### src/rtl/core/ffha_pkg.sv
package ffha_pkg;

   // fixed field widths of the request and response channels
   localparam int FIELD_W  = 15;
   localparam int STATUS_W = 2;

   // defaults for the top level parameters
   localparam int ARENA_BYTES_DEF  = 16384;
   localparam int HEADER_BYTES_DEF = 16;

   typedef enum logic [0:0] {
      CMD_ALLOC = 1'b0,
      CMD_FREE  = 1'b1
   } cmd_type;

   typedef enum logic [STATUS_W-1:0] {
      STATUS_OK      = 2'd0,
      STATUS_NO_FIT  = 2'd1,
      STATUS_BAD_PTR = 2'd2
   } status_type;

   typedef enum logic [3:0] {
      ST_INIT,
      ST_IDLE,
      ST_START,
      ST_A_READ,
      ST_A_EVAL,
      ST_A_CLAIM,
      ST_F_READ,
      ST_F_EVAL,
      ST_C_READH,
      ST_C_LOADH,
      ST_C_NEXT,
      ST_C_READN,
      ST_C_EVALN
   } state_type;

   typedef enum logic [3:0] {
      DP_NOP,
      DP_INIT,
      DP_LOAD,
      DP_READ_H,
      DP_READ_N,
      DP_ADVANCE,
      DP_SPLIT,
      DP_KEEP,
      DP_CLAIM,
      DP_MARK,
      DP_LOAD_CUR,
      DP_SET_N,
      DP_MERGE,
      DP_STEP
   } dp_op_type;

   typedef struct packed {
      dp_op_type  op;
      logic       set_rsp;
      status_type code;
   } dp_cmd_type;

   typedef struct packed {
      logic is_free_cmd;
      logic ptr_ok;
      logic h_in_range;
      logic rd_next_ok;
      logic rd_fit;
      logic rd_split;
      logic h_lt_target;
      logic h_eq_target;
      logic cur_next_end;
      logic merge;
   } dp_stat_type;

endpackage

### src/rtl/core/ffha_ctrl.sv
module ffha_ctrl (
   input  logic                  clock,
   input  logic                  reset,
   input  logic                  req_valid,
   output logic                  req_ready,
   output logic                  rsp_valid,
   input  logic                  rsp_ready,
   output ffha_pkg::dp_cmd_type  dp_cmd,
   input  ffha_pkg::dp_stat_type dp_stat
);

   ffha_pkg::state_type state_ff, state_in;
   logic                rsp_valid_ff, rsp_valid_in;
   logic                rsp_free;

   assign rsp_free  = !rsp_valid_ff || rsp_ready;
   assign req_ready = (state_ff == ffha_pkg::ST_IDLE);
   assign rsp_valid = rsp_valid_ff;

   always_ff @(posedge clock) begin
      if (reset) begin
         state_ff     <= ffha_pkg::ST_INIT;
         rsp_valid_ff <= 1'b0;
      end else begin
         state_ff     <= state_in;
         rsp_valid_ff <= rsp_valid_in;
      end
   end

   always_comb begin
      state_in       = state_ff;
      dp_cmd.op      = ffha_pkg::DP_NOP;
      dp_cmd.set_rsp = 1'b0;
      dp_cmd.code    = ffha_pkg::STATUS_OK;
      case (state_ff)
         ffha_pkg::ST_INIT: begin
            dp_cmd.op = ffha_pkg::DP_INIT;
            state_in  = ffha_pkg::ST_IDLE;
         end
         ffha_pkg::ST_IDLE: begin
            if (req_valid) begin
               dp_cmd.op = ffha_pkg::DP_LOAD;
               state_in  = ffha_pkg::ST_START;
            end
         end
         ffha_pkg::ST_START: begin
            if (!dp_stat.is_free_cmd) begin
               state_in = ffha_pkg::ST_A_READ;
            end else if (dp_stat.ptr_ok) begin
               state_in = ffha_pkg::ST_F_READ;
            end else if (rsp_free) begin
               dp_cmd.set_rsp = 1'b1;
               dp_cmd.code    = ffha_pkg::STATUS_BAD_PTR;
               state_in       = ffha_pkg::ST_IDLE;
            end
         end
         ffha_pkg::ST_A_READ: begin
            if (dp_stat.h_in_range) begin
               dp_cmd.op = ffha_pkg::DP_READ_H;
               state_in  = ffha_pkg::ST_A_EVAL;
            end else if (rsp_free) begin
               dp_cmd.set_rsp = 1'b1;
               dp_cmd.code    = ffha_pkg::STATUS_NO_FIT;
               state_in       = ffha_pkg::ST_IDLE;
            end
         end
         ffha_pkg::ST_A_EVAL: begin
            if (!dp_stat.rd_next_ok) begin
               if (rsp_free) begin
                  dp_cmd.set_rsp = 1'b1;
                  dp_cmd.code    = ffha_pkg::STATUS_NO_FIT;
                  state_in       = ffha_pkg::ST_IDLE;
               end
            end else if (dp_stat.rd_fit) begin
               dp_cmd.op = dp_stat.rd_split ? ffha_pkg::DP_SPLIT : ffha_pkg::DP_KEEP;
               state_in  = ffha_pkg::ST_A_CLAIM;
            end else begin
               dp_cmd.op = ffha_pkg::DP_ADVANCE;
               state_in  = ffha_pkg::ST_A_READ;
            end
         end
         ffha_pkg::ST_A_CLAIM: begin
            if (rsp_free) begin
               dp_cmd.op      = ffha_pkg::DP_CLAIM;
               dp_cmd.set_rsp = 1'b1;
               dp_cmd.code    = ffha_pkg::STATUS_OK;
               state_in       = ffha_pkg::ST_IDLE;
            end
         end
         ffha_pkg::ST_F_READ: begin
            if (dp_stat.h_in_range) begin
               dp_cmd.op = ffha_pkg::DP_READ_H;
               state_in  = ffha_pkg::ST_F_EVAL;
            end else if (rsp_free) begin
               dp_cmd.set_rsp = 1'b1;
               dp_cmd.code    = ffha_pkg::STATUS_BAD_PTR;
               state_in       = ffha_pkg::ST_IDLE;
            end
         end
         ffha_pkg::ST_F_EVAL: begin
            if (dp_stat.rd_next_ok && dp_stat.h_lt_target) begin
               dp_cmd.op = ffha_pkg::DP_ADVANCE;
               state_in  = ffha_pkg::ST_F_READ;
            end else if (dp_stat.rd_next_ok && dp_stat.h_eq_target) begin
               dp_cmd.op = ffha_pkg::DP_MARK;
               state_in  = ffha_pkg::ST_C_READH;
            end else if (rsp_free) begin
               dp_cmd.set_rsp = 1'b1;
               dp_cmd.code    = ffha_pkg::STATUS_BAD_PTR;
               state_in       = ffha_pkg::ST_IDLE;
            end
         end
         ffha_pkg::ST_C_READH: begin
            dp_cmd.op = ffha_pkg::DP_READ_H;
            state_in  = ffha_pkg::ST_C_LOADH;
         end
         ffha_pkg::ST_C_LOADH: begin
            dp_cmd.op = ffha_pkg::DP_LOAD_CUR;
            state_in  = ffha_pkg::ST_C_NEXT;
         end
         ffha_pkg::ST_C_NEXT: begin
            if (!dp_stat.cur_next_end) begin
               dp_cmd.op = ffha_pkg::DP_SET_N;
               state_in  = ffha_pkg::ST_C_READN;
            end else if (rsp_free) begin
               dp_cmd.set_rsp = 1'b1;
               dp_cmd.code    = ffha_pkg::STATUS_OK;
               state_in       = ffha_pkg::ST_IDLE;
            end
         end
         ffha_pkg::ST_C_READN: begin
            dp_cmd.op = ffha_pkg::DP_READ_N;
            state_in  = ffha_pkg::ST_C_EVALN;
         end
         ffha_pkg::ST_C_EVALN: begin
            if (dp_stat.rd_next_ok) begin
               dp_cmd.op = dp_stat.merge ? ffha_pkg::DP_MERGE : ffha_pkg::DP_STEP;
               state_in  = ffha_pkg::ST_C_NEXT;
            end else if (rsp_free) begin
               dp_cmd.set_rsp = 1'b1;
               dp_cmd.code    = ffha_pkg::STATUS_OK;
               state_in       = ffha_pkg::ST_IDLE;
            end
         end
         default: begin
            state_in = ffha_pkg::ST_IDLE;
         end
      endcase
   end

   always_comb begin
      rsp_valid_in = dp_cmd.set_rsp || (rsp_valid_ff && !rsp_ready);
   end

   // a pending response is never overwritten
   a_no_overwrite: assert property (@(posedge clock) disable iff (reset)
      dp_cmd.set_rsp |-> (!rsp_valid_ff || rsp_ready))
      else $error("response loaded over an untaken response");

   // the arena header is rebuilt right after reset, before any request
   a_init_after_reset: assert property (@(posedge clock)
      $past(reset) |-> (state_ff == ffha_pkg::ST_INIT && !req_ready))
      else $error("block not in init right after reset");

   // an accepted request is dispatched in the next cycle
   a_accept_dispatch: assert property (@(posedge clock) disable iff (reset)
      (req_valid && req_ready) |=> (state_ff == ffha_pkg::ST_START))
      else $error("accepted request not dispatched");

   // a response is only produced from a walk, never straight from idle
   a_rsp_from_work: assert property (@(posedge clock) disable iff (reset)
      dp_cmd.set_rsp |-> (state_ff != ffha_pkg::ST_IDLE && state_ff != ffha_pkg::ST_INIT))
      else $error("response without a request in flight");

endmodule

### config.mk
export PLATFORM = sky130hd
export DESIGN_NAME = ffha_ctrl
export DESIGN_NICKNAME = d
export VERILOG_FILES = /design/src/rtl/core/ffha_pkg.sv /design/src/rtl/core/ffha_ctrl.sv
export SDC_FILE = /design/constraint.sdc
export NUM_CORES = 1
export LEC_CHECK = 0
export BUFFER_PORTS_ARGS = -buffer_cell sky130_fd_sc_hd__buf_4
export CAP_MARGIN = 30
export CORE_MARGIN = 1.5
export CORE_UTILIZATION = 52
export DETAILED_ROUTE_END_ITERATION = 10
export PLACE_DENSITY = 0.76
export SKIP_LAST_GASP = 1
export SLEW_MARGIN = 20
export SYNTH_ARGS = -nofsm -noshare
export SYNTH_HDL_FRONTEND = slang
export SYNTH_SLANG_ARGS = --single-unit
### constraint.sdc
create_clock -name clock -period 1.8 [get_ports clock]
set_input_delay 0.09 -clock clock [delete_from_list [all_inputs] [get_ports clock]]
set_output_delay 0.09 -clock clock [all_outputs]
set_load 0.1 [all_outputs]
## After elaboration in Yosys (flattened, before gate mapping)

Index checks and enable logic that the tools add are counted.

- Logic and storage cells: 62
- Flip-flop bits (word level): 5

- Eq/ne operators: 13
- Mux-type cells: 38
- Reductions and logical operators: 9

Operators by type and width:

| operator | count |
|---|---|
| two-way mux 4 bit | 15 |
| one-hot mux 4 bit (12 select lines) | 1 |
| one-hot mux 4 bit (11 select lines) | 1 |
| two-way mux 3 bit | 14 |
| one-hot mux 3 bit (8 select lines) | 1 |
| == test 4 bit (second input constant) | 5 |
| == test 4 x 3 -> 1 bit (second input constant) | 4 |
| == test 4 x 2 -> 1 bit (second input constant) | 2 |
| two-way mux 7 bit | 1 |
| two-way mux 2 bit | 3 |
| == test 4 x 1 -> 1 bit (second input constant) | 1 |
| zero test 4 bit | 1 |
| logical AND 1 bit | 3 |
| zero test 1 bit | 2 |
| logical OR 1 bit | 2 |
| two-way mux 1 bit | 2 |
| != test 2 bit (second input constant) | 1 |
| OR reduction 2 bit | 1 |

## Logic depth before layout (Yosys ltp)

- Word-level depth: 7
- Mapped depth: 6
- Depth with buffers taken out: 5

## Worst setup path after synthesis

Ideal clock, no wire load.

- Path kind: reg2out
- Start: reg rsp_valid_ff (netlist: rsp_valid)
- End: out dp_cmd[6] (netlist bit)
- Arrival: 3.404 ns
- Cell stages (with the launch flop): 6
- Slack: -1.694 ns
- Cells stage by stage: dfxtp_1 -> nor2b_1 -> clkbuf_2 -> o22ai_1 -> nand3_1 -> o21ai_0

RTL lines:

| element | line | RTL |
|---|---|---|
| start: declaration | ffha_ctrl.sv:13 | `logic rsp_valid_ff, rsp_valid_in;` |
| start signal: assignment | ffha_ctrl.sv:26 | `rsp_valid_ff <= rsp_valid_in;` |
| end: declaration | ffha_ctrl.sv:8 | `output ffha_pkg::dp_cmd_type dp_cmd,` |

==> qor.json <==
{
  "grt": {
    "grt_use_total": 0.404,
    "grt_antenna_before_repair": 0,
    "grt_pass1_vias": 1218,
    "largest_net_degree_at_the_start_of_global_routing": 15,
    "grt.overflow.total": 0,
    "grt_first_pass_wirelength_um": 5710
  },
  "pwr": {
    "power.share.combinational": 0.531,
    "max-vdd-ir-drop_uv": 333,
    "post-layout-total-power_uw": 574,
    "internal-power_uw": 322,
    "switching_power_uw": 252,
    "power_per_cell_area_nw_per_um2": 410,
    "netSwitchingFraction": 0.439,
    "p_leak_uw": 0.000564,
    "clock_power_share": 0.261,
    "power.share.sequential": 0.208
  },
  "synthesis": {
    "yosys_most_used_dff": "sky130_fd_sc_hd__dfxtp_1",
    "syn_inst": 128,
    "synth_async_sr_flop_share": 0,
    "post_synth_xor_area_fraction": 0,
    "main_combinational_cell_family_by_area_after_synthesis": "compound AO/OA/AOI/OAI gates",
    "syn_area_um2": 861,
    "synth-simple-area-share": 0.323,
    "synth_edf_count": 0,
    "synth_compound_gate_area_share": 0.435,
    "mappedNetlistNets": 142,
    "synthesis.yosys.warnings": 0,
    "synth_adder_area_share": 0,
    "synth_cell_type_count": 44,
    "avgSynthCellArea_um2": 6.73,
    "total_of_flip_flops_plus_latches_after_synthesis": 5,
    "synth.yosys.seq_area_share": 0.116,
    "yosys-mux-area-fraction": 0.0116
  },
  "critical_path": {
    "reg2reg_depth": 7,
    "timing.critical_path.cells": "and2b_1 > nand2_1 > a211o_1 > o311a_1 > o21ai_4 > buf_12",
    "critical_path.slowest_cell": "sky130_fd_sc_hd__dfxtp_2",
    "critPathLaunchType": "flop",
    "timing.critical_path.to_type": "output port",
    "worst_endpoint_data_arrival_time_ps": 1820,
    "crit-reg2reg-capture": "rsp_valid$_SDFF_PP0_",
    "endpoint": "dp_cmd[2]",
    "worstSetupStartpoint": "state_ff[3]$_SDFFE_PP0P_",
    "path_max_fanout": 7,
    "required_ps": 1710,
    "timing.rr.start": "state_ff[0]$_SDFFE_PP0P_",
    "critPathMaxStageDelay_ps": 360,
    "crit_type": "flop to output port",
    "timing.reg2reg.setup_slack_ps": 40
  },
  "sta": {
    "worst_clock_skew_on_the_final_layout_ps": 1.13,
    "finalHoldViolCount": 0,
    "timing.final.ws_setup_ps": -111,
    "grt_setup_unrepaired": "true",
    "max-slew-margin-rel": 0.709,
    "max_freq_mhz": 523,
    "timing.final.crit_period_ps": 1910,
    "timing.final.setup_violations": 7,
    "worst_hold_slack_ps": 9.46,
    "report.final.slew_viol_count": 0,
    "post-route-period-util": 1.06,
    "tightestPinTransition_ps": 430
  },
  "placed_design": {
    "place_hpwl_um": 2190,
    "dpl_cell_area_um2": 1170,
    "port-buffer-count": 22,
    "gp_congestion": 0.948
  },
  "cells_and_area": {
    "antenna_cells": 0,
    "final_net_count": 185,
    "layout-area-overhead-vs-synth_pct": 62.6,
    "share_of_post_route_cells_with_drive_strength_above_1": 0.465,
    "commonest_cells_after_routing_fill_and_taps_aside": "sky130_fd_sc_hd__buf_4 (42), sky130_fd_sc_hd__o21ai_0 (12), sky130_fd_sc_hd__nor2_1 (11), sky130_fd_sc_hd__a21oi_1 (8)",
    "final_core_util": 0.919,
    "layout.cell_area.non_filler_um2": 1400,
    "layout_commonest_cell": "sky130_fd_sc_hd__buf_4"
  },
  "clock_network": {
    "cts-hold-fix-buffers": 0,
    "clock_tree.htree_level_count": 1,
    "path_clk_slew_ps": 50,
    "cts.sink_count": 5,
    "cts_inserted_buffers": 3,
    "clkLatencyLatePin_ps": 260,
    "cts_max_path_buffers": 2,
    "tritoncts": "done",
    "cts.root.buffer_cell": "sky130_fd_sc_hd__clkbuf_4"
  },
  "routing": {
    "detail_route.wirelength.met1_um": 1490,
    "dr_wl_met2_um": 1930,
    "final_antenna_net_count": 0,
    "route.top_layer_used": "met4",
    "via_count": 1368,
    "routedWlPerCell_um": 22.3,
    "met3_length_um": 501,
    "vias_per_cell": 7.35,
    "totalWireLength_um": 4160,
    "router_iterations_before_antenna_repair": 7,
    "detail_route.drc_violations": 0,
    "first_iter_violations": 128
  },
  "flow_run": {
    "cap_violations": 0
  },
  "floorplanning": {
    "floorplan.io_pins": 23,
    "num_rows": 14,
    "floorplan.die_area_um2": 1910,
    "floorplan.die.height_um": 43.7,
    "core_um2": 1520,
    "die_x_um": 43.7,
    "initial_utilization": 0.565
  },
  "status": {
    "violations": "setup timing",
    "status": "finished with violations"
  },
  "min_path": {
    "timing.hold.worst.class": "input port to flop"
  }
}
## final cells by class
cell class	instances	area (um2)
Fill cell	66	124
Tap cell	16	20.0
Sequential cell	5	114
Timing Repair Buffer	51	464
Multi-Input combinational cell	105	751
Inverter	5	25.0
Clock buffer	4	26.3
## flip-flops by register name, summed over array words and instances (netlist names)
name       count
rsp_valid      1
state_ff       4
## cells in the mapped netlist, types with 2 or more instances
| master | number | area share |
|---|---|---|
| sky130_fd_sc_hd__nor2_1 | 13 | 0.057 |
| sky130_fd_sc_hd__a21oi_1 | 9 | 0.052 |
| sky130_fd_sc_hd__and2b_1 | 2 | 0.017 |
| sky130_fd_sc_hd__o21ai_1 | 2 | 0.012 |
| sky130_fd_sc_hd__nand3_1 | 7 | 0.041 |
| sky130_fd_sc_hd__dfxtp_1 | 5 | 0.12 |
| sky130_fd_sc_hd__a211o_1 | 2 | 0.020 |
| sky130_fd_sc_hd__nand3b_1 | 2 | 0.017 |
| sky130_fd_sc_hd__a22oi_1 | 2 | 0.017 |
| sky130_fd_sc_hd__a31oi_1 | 3 | 0.022 |
| sky130_fd_sc_hd__o211ai_1 | 2 | 0.017 |
| sky130_fd_sc_hd__nand2_1 | 9 | 0.039 |
| sky130_fd_sc_hd__o22ai_1 | 5 | 0.036 |
| sky130_fd_sc_hd__inv_1 | 5 | 0.022 |
| sky130_fd_sc_hd__o21ai_0 | 13 | 0.076 |
| sky130_fd_sc_hd__or3_1 | 3 | 0.022 |
| sky130_fd_sc_hd__buf_2 | 6 | 0.035 |
| sky130_fd_sc_hd__a32oi_1 | 2 | 0.020 |
| sky130_fd_sc_hd__nand2b_1 | 5 | 0.036 |
| sky130_fd_sc_hd__buf_4 | 4 | 0.035 |
| sky130_fd_sc_hd__o21a_1 | 3 | 0.026 |
| sky130_fd_sc_hd__nor2b_1 | 2 | 0.015 |
## metrics by stage
| stage | worst slack [ps] | TNS, ps | instances |
|---|---|---|---|
| 5_1_grt | -119 | -576 | 186 |
| 4_1_cts | -18.8 | -26.1 | 181 |
| 6_report | -111 | -352 | 186 |
| 2_1_floorplan | -658 | -891 | 128 |
| 3_3_place_gp | 121 | 0 | 168 |
| 3_5_place_dp | 103 | 0 | 168 |
## kinds of logic (layout without fill, tap and decap cells)
kind of cell | Yosys count | after routing
AO/OA/AOI/OAI | 55 | 55
buffers and inverters | 18 | 60
flip-flops | 5 | 5
multiplexers | 1 | 1
AND/OR/NAND/NOR | 49 | 49
## power groups by stage
stage                     Sequential (uW)  Clock [uW]  Combinational (uW)
after floorplan                       123           0                 172
after global placement                127           0                 236
after detailed placement              128           0                 240
after CTS                             122         146                 268
after global routing                  120         153                 314
final                                 119         150                 305
## worst max-delay path: cells and delay by family, from the launching register on
kind            cells  cell delay [ps]
compound gates      3              650
buf+inv             1              190
flops               1              360
simple gates        2              350
## metal layers
| layer | vias up | track usage |
|---|---|---|
| met5 | - | 0 |
| met4 | 0 | 0.248 |
| met3 | 39 | 0.0667 |
| met2 | 132 | 0.632 |
| met1 | 623 | 0.514 |
| li1 | 574 | - |
## repair_timing
item                       CTS  global route
resized for setup           20             8
setup buffers                9             6
setup endpoints to repair    6             7
pin swaps                    3             3
gates cloned                 0             0
## how the worst min path moves through the flow
stage                                           to   from  cells after the start  slack [ps]
after floorplan               rsp_valid$_SDFF_PP0_  reset                      1         150
after global placement    state_ff[0]$_SDFFE_PP0P_  reset                      2         270
after detailed placement      rsp_valid$_SDFF_PP0_  reset                      2         270
after CTS                 state_ff[0]$_SDFFE_PP0P_  reset                      2           7
after global routing          rsp_valid$_SDFF_PP0_  reset                      2          10
final                     state_ff[0]$_SDFFE_PP0P_  reset                      2           9
No activity file was read; power rests on OpenSTA's default activity.
